$ cat src/sv/gpe_pkg.sv
package gpe_pkg;

  // Input item kinds carried on in_tuser
  localparam logic [1:0] OP_LOAD  = 2'd0;
  localparam logic [1:0] OP_START = 2'd1;
  localparam logic [1:0] OP_PLACE = 2'd2;

  // Configuration register indexes
  localparam logic [1:0] CFG_LINE_HEIGHT  = 2'd0;
  localparam logic [1:0] CFG_LINE_SPACING = 2'd1;
  localparam int unsigned CFG_IDX_W = 2;

  // Special character codes
  localparam logic [7:0] NEWLINE_CODE = 8'd10;
  localparam logic [7:0] SPACE_CODE   = 8'd32;

  // Input tdata: char_code then nine 16-bit fields
  localparam int unsigned IN_DATA_W = 152;

  // One glyph table entry, last field in the lowest bits
  typedef struct packed {
    logic signed [15:0] advance;
    logic signed [15:0] offset_y;
    logic signed [15:0] offset_x;
    logic        [15:0] height;
    logic        [15:0] width;
    logic        [15:0] atlas_y;
    logic        [15:0] atlas_x;
  } gpe_entry_t;

  // Work handed from the lookup stage to the pen stage
  typedef struct packed {
    logic               start;
    logic               newline;
    logic               emit;
    logic signed [15:0] origin_x;
    logic signed [15:0] origin_y;
  } gpe_s1_t;

endpackage

$ cat src/sv/gpe_pen_unit.sv
module gpe_pen_unit #(
  parameter int unsigned COORD_BITS = 20,
  parameter int unsigned OUT_W      = 104
) (
  input  logic                          clk,
  input  logic                          rst_n,
  input  logic                          cfg_wr,
  input  logic [gpe_pkg::CFG_IDX_W-1:0] cfg_index,
  input  logic [15:0]                   cfg_data,
  input  logic                          fire,
  input  gpe_pkg::gpe_s1_t              s1,
  input  gpe_pkg::gpe_entry_t           entry,
  output logic                          slot_free,
  output logic                          out_tvalid,
  input  logic                          out_tready,
  output logic [OUT_W-1:0]              out_tdata
);
  import gpe_pkg::*;

  localparam int unsigned SW = COORD_BITS + 2;
  localparam logic signed [SW-1:0] C_MAX = SW'((64'sd1 <<< (COORD_BITS - 1)) - 64'sd1);
  localparam logic signed [SW-1:0] C_MIN = -C_MAX - SW'(1);

  typedef logic signed [COORD_BITS-1:0] coord_t;

  function automatic coord_t sat(input logic signed [SW-1:0] v);
    coord_t r;
    if (v > C_MAX) begin
      r = C_MAX[COORD_BITS-1:0];
    end else if (v < C_MIN) begin
      r = C_MIN[COORD_BITS-1:0];
    end else begin
      r = v[COORD_BITS-1:0];
    end
    return r;
  endfunction

  logic        [15:0] line_height_r;
  logic signed [15:0] line_spacing_r;

  coord_t pen_x_r, pen_x_nxt;
  coord_t pen_y_r, pen_y_nxt;
  coord_t line_start_r, line_start_nxt;

  logic             out_valid_r, out_valid_nxt;
  logic [OUT_W-1:0] out_data_r;

  coord_t dest_x;
  coord_t dest_y;
  coord_t adv_x;
  coord_t nl_y;

  // Configuration registers
  always_ff @(posedge clk) begin
    if (!rst_n) begin
      line_height_r  <= '0;
      line_spacing_r <= '0;
    end else if (cfg_wr) begin
      unique case (cfg_index)
        CFG_LINE_HEIGHT:  line_height_r  <= cfg_data;
        CFG_LINE_SPACING: line_spacing_r <= cfg_data;
        default: ;
      endcase
    end
  end

  // Destination, pen advance and newline step, each a sum saturated once
  assign dest_x = sat(SW'(pen_x_r) + SW'(entry.offset_x));
  assign dest_y = sat(SW'(pen_y_r) + SW'(entry.offset_y));
  assign adv_x  = sat(SW'(pen_x_r) + SW'(entry.advance));
  assign nl_y   = sat(SW'(pen_y_r) + signed'(SW'(line_height_r)) + SW'(line_spacing_r));

  assign slot_free = !out_valid_r || out_tready;

  // Advance the pen on each item leaving the lookup stage
  always_comb begin
    pen_x_nxt      = pen_x_r;
    pen_y_nxt      = pen_y_r;
    line_start_nxt = line_start_r;
    if (fire) begin
      priority if (s1.start) begin
        pen_x_nxt      = COORD_BITS'(s1.origin_x);
        pen_y_nxt      = COORD_BITS'(s1.origin_y);
        line_start_nxt = COORD_BITS'(s1.origin_x);
      end else if (s1.newline) begin
        pen_x_nxt = line_start_r;
        pen_y_nxt = nl_y;
      end else if (s1.emit) begin
        pen_x_nxt = adv_x;
      end
    end
  end

  // Output register: load on a placed glyph, drop on transfer
  always_comb begin
    out_valid_nxt = out_valid_r;
    if (fire && s1.emit) begin
      out_valid_nxt = 1'b1;
    end else if (out_tready) begin
      out_valid_nxt = 1'b0;
    end
  end

  always_ff @(posedge clk) begin
    if (!rst_n) begin
      pen_x_r      <= '0;
      pen_y_r      <= '0;
      line_start_r <= '0;
      out_valid_r  <= 1'b0;
    end else begin
      pen_x_r      <= pen_x_nxt;
      pen_y_r      <= pen_y_nxt;
      line_start_r <= line_start_nxt;
      out_valid_r  <= out_valid_nxt;
    end
  end

  always_ff @(posedge clk) begin
    if (fire && s1.emit) begin
      out_data_r <= OUT_W'({dest_y, dest_x, entry.height, entry.width,
                            entry.atlas_y, entry.atlas_x});
    end
  end

  assign out_tvalid = out_valid_r;
  assign out_tdata  = out_data_r;

  a_no_overwrite: assert property (@(posedge clk) disable iff (!rst_n)
    (fire && s1.emit) |-> (!out_valid_r || out_tready))
    else $error("pending result overwritten");

  a_newline_home: assert property (@(posedge clk) disable iff (!rst_n)
    (fire && s1.newline && !s1.start) |=> (pen_x_r == line_start_r))
    else $error("pen x not at line start after newline");

endmodule

$ cat config.mk
export PLATFORM = sky130hd
export DESIGN_NAME = gpe_pen_unit
export DESIGN_NICKNAME = d
export VERILOG_FILES = /design/src/sv/gpe_pkg.sv /design/src/sv/gpe_pen_unit.sv
export SDC_FILE = /design/constraint.sdc
export NUM_CORES = 1
export LEC_CHECK = 0
export ABC_AREA = 1
export BUFFER_PORTS_ARGS = -buffer_cell sky130_fd_sc_hd__buf_2
export CAP_MARGIN = 20
export CELL_PAD_IN_SITES_DETAIL_PLACEMENT = 1
export CELL_PAD_IN_SITES_GLOBAL_PLACEMENT = 2
export CORE_ASPECT_RATIO = 1.75
export CORE_UTILIZATION = 34
export CTS_CLUSTER_SIZE = 16
export DETAILED_ROUTE_END_ITERATION = 10
export GPL_ROUTABILITY_DRIVEN = 1
export MAX_ROUTING_LAYER = met4
export PLACE_DENSITY_LB_ADDON = 0.1
export SLEW_MARGIN = 20
export SYNTH_ARGS = -nofsm -noshare
export SYNTH_HDL_FRONTEND = slang
export SYNTH_SLANG_ARGS = --single-unit
$ cat constraint.sdc
create_clock -name clk -period 8.5 [get_ports clk]
set_clock_uncertainty 0.15 [all_clocks]
set_input_delay 1.7 -clock clk [delete_from_list [all_inputs] [get_ports clk]]
set_output_delay 1.7 -clock clk [all_outputs]
set_load 0.02 [all_outputs]
==> flow_summary_export.csv <==
group,metric,value,unit
cts,cts_max_level,4,
cts,cts_setup_buffers,0,
floorplan,start_util,0.345,
worst_setup_path,slowest_stage,"nor2_1",
global_routing,grt_use_total,0.260,
detailed_routing,wl_per_cell,20.2,um
cts,cts_resized,0,
place,port-buffer-count,275,
timing,worst_pin_slew,1.03,ns
global_routing,grt_pass1_wl,68.3,mm
worst_setup_path,max_stage_delay,0.73,ns
power_and_ir_drop,swShare,0.379,
cells_and_area,drive_above_1_share,0.205,
cts,cts_buffers,17,
global_routing,overflow,0,
power_and_ir_drop,peakVddDrop,155,uV
cells_and_area,fin_area,14600,um2
synthesis,ys_warn_count,0,
place,placed_area,14000,um2
global_routing,antenna_found_initial,4,
worst_setup_path,worstPathRequired,8.56,ns
floorplan,ios,276,
cts,root_buffer,"clkbuf_16",
worst_setup_path,crit_arrival,4.30,ns
synthesis,syn_avg_cell_area,8.03,um2
cts,clkTransAtPathRegs,0.09,ns
global_routing,grt_max_degree,93,
worst_setup_path,cpMostUsedCell,"nand2_1",
cells_and_area,nFillCells,4367,
detailed_routing,vias,11242,
timing,max_freq,236,MHz
cells_and_area,fin_nets,2050,
power_and_ir_drop,clkPwrFrac,0.297,
power_and_ir_drop,total_power,2.88,mW
floorplan,core.rowCount,91,
cts,cts.sink_count,193,
timing,fin_crit,4.23,ns
timing,hold_viol_final,0,
worst_setup_path,cp-end-kind,"flip-flop",
cts,ctsHoldBuffers,0,
synthesis,synth-seq-cells,193,
timing,finalSetupViolCount,0,
timing,rsz0062_at_grt,"false",
floorplan,die_area,36500,um2
detailed_routing,routed_via_density,4.99,
place,dp_hpwl,37.3,mm
synthesis,syn_nets,1788,
power_and_ir_drop,pwr-share-seq,0.399,
place,place_congestion,0.893,
worst_hold_path,hp-class,"reg2reg",
synthesis,synth_cell_types,48,
synthesis,syn-cell-area,12200,um2
power_and_ir_drop,internal-power,1.79,mW
run_status,outcome,"complete, no violations",
timing,slew_headroom,0.313,
timing,slew_viol_final,0,
power_and_ir_drop,p_switching,1.09,mW
synthesis,seq_area_frac_synth,0.404,
synthesis,synth_cells,1514,
worst_setup_path,cp.buffers_inverters,2,
flow_run,max-cap-violations,0,
cells_and_area,area_growth,19.9,%
power_and_ir_drop,power_leakage,7.00,nW
floorplan,core-area,35200,um2
detailed_routing,drt_wl_total,45.6,mm
detailed_routing,ant_nets,0,
cts,cts.path.max_buffers,2,
detailed_routing,drt_iter0_drc,403,
floorplan,die_y,252,um
worst_setup_path,startpoint_type,"input pin",
detailed_routing,drc,0,
power_and_ir_drop,power_density,198,nW/um2
global_routing,grt_pass1_vias,11939,
worst_setup_path,worstPathCellList,"buf_2 -> ha_1 -> fa_1 -> nand3_1 -> nand2_1 -> nand4_1 -> nand3_1 -> xor2_1 -> nor2_1 -> inv_1 -> nand2_1 -> nand2_1",
timing,fin_setup_tns,0,ns
power_and_ir_drop,comb_power_share,0.304,
worst_setup_path,critPathKind,"in2reg",
floorplan,die_width,145,um
worst_setup_path,crit_path_max_fanout,16,
timing,finalCritPeriodShare,0.498,
cts,clock_latency,0.47,ns
worst_setup_path,cp_top_family,"simple AND/OR/NAND/NOR gates",
cts,cts_tree,"done",
detailed_routing,first_pass_iters,5,
-- power by group through the flow --
| stage | registers, mW | clock network [mW] | logic (mW) |
|---|---|---|---|
| 6_report | 1.15 | 0.855 | 0.875 |
| 5_1_grt | 1.16 | 0.907 | 0.975 |
| 4_1_cts | 1.15 | 0.878 | 0.887 |
| 3_5_place_dp | 1.17 | 0 | 0.878 |
| 3_3_place_gp | 1.17 | 0 | 0.872 |
| 2_1_floorplan | 1.20 | 0 | 0.541 |
-- layer usage --
| metal | part of all wire | GRT usage | vias to the layer above |
|---|---|---|---|
| met4 | 0.043 | 0.122 | 0 |
| met3 | 0.031 | 0.0419 | 79 |
| met5 | 0 | - | - |
| met1 | 0.36 | 0.244 | 5371 |
| li1 | - | - | 5564 |
| met2 | 0.56 | 0.507 | 228 |
-- final timing paths --
path	to	cells past startpoint	slack, ns	start
setup reg to reg	pen_y_r[3]	14	4.45	pen_y_r[1]
setup / recovery	out_tdata[79]	12	4.27	entry[64]
hold / removal	line_start_r[3]	2	0.31	line_start_r[3]
hold reg to reg	line_start_r[3]	2	0.31	line_start_r[3]
-- Yosys cell counts (all sizes together) --
cell type,count,area (um2)
o21a,2,15.0
a31oi,3,18.8
clkinv,3,11.3
nor4,4,25.0
a22oi,1,7.51
clkbuf,27,101
fa,20,400
dfxtp,89,1780
xor2,41,367
o21ai,147,751
and2,6,37.5
edfxtp,104,3120
a21oi,145,790
nor3,8,50.1
nand3,40,210
a21boi,3,22.5
ha,84,1050
a21o,4,30.0
nand3b,2,40.0
nor3b,1,12.5
inv,137,514
buf,10,91.3
nand4,17,119
nor2,124,478
nand2,444,1720
or2,2,15.0
o211ai,5,37.5
a211oi,6,45.0
o21bai,13,97.6
xnor2,22,193
-- through the flow --
step	setup slack, ns	hold WS, ns	utilization	instances
6_report	4.27	0.308	0.414	2255
3_3_place_gp	3.72	0.291	0.397	2222
3_5_place_dp	3.66	0.298	0.397	2222
2_1_floorplan	3.33	0.279	-	1514
4_1_cts	4.14	0.310	0.414	2254
5_1_grt	4.12	0.332	0.414	2255
-- worst reg2reg max path: cells and delay by family, from the launching register on --
family	cells	cell delay [ns]
flip-flops	1	0.42
AND/OR/NAND/NOR	5	0.68
buffers and inverters	3	0.27
adder cells (fa/ha/maj)	3	1.14
AO/OA/AOI/OAI	3	1.24
-- final cells by class --
class,count,area [um2],share of cell area
multi-input combinational,1144,6530,0.448
tap,465,582,0.0399
sequential,193,4900,0.337
timing repair buffer,280,1420,0.0973
clock buffer,17,425,0.0292
clock inverter,15,179,0.0123
inverter,140,528,0.0362
antenna,1,2.50,0.000172
-- flip-flops by register name (all words and copies together), names as in the netlist --
register,count
line_start_r,16
out_tdata,104
line_height_r,16
out_tvalid,1
pen_y_r,20
line_spacing_r,16
pen_x_r,20
-- cells in the final DEF (no fill, tap or decap), drive strengths merged, types with 20 or more instances in the layout --
cell and count:
dfxtp 89, xnor2 22, a21oi 145, nand3 40, xor2 41, ha 84
edfxtp 104, inv 149, nor2 124, nand2 444, fa 20, o21ai 147
buf 280
-- kinds of logic after synthesis --
kind of cell    after synthesis  share of synthesized area
simple gates                648                      0.223
flops                       193                      0.404
xor+xnor                     63                     0.0460
fa+ha+maj                   104                      0.119
buf+inv                     177                     0.0591
compound gates              329                      0.149
No activity file was read; power rests on OpenSTA's default activity.
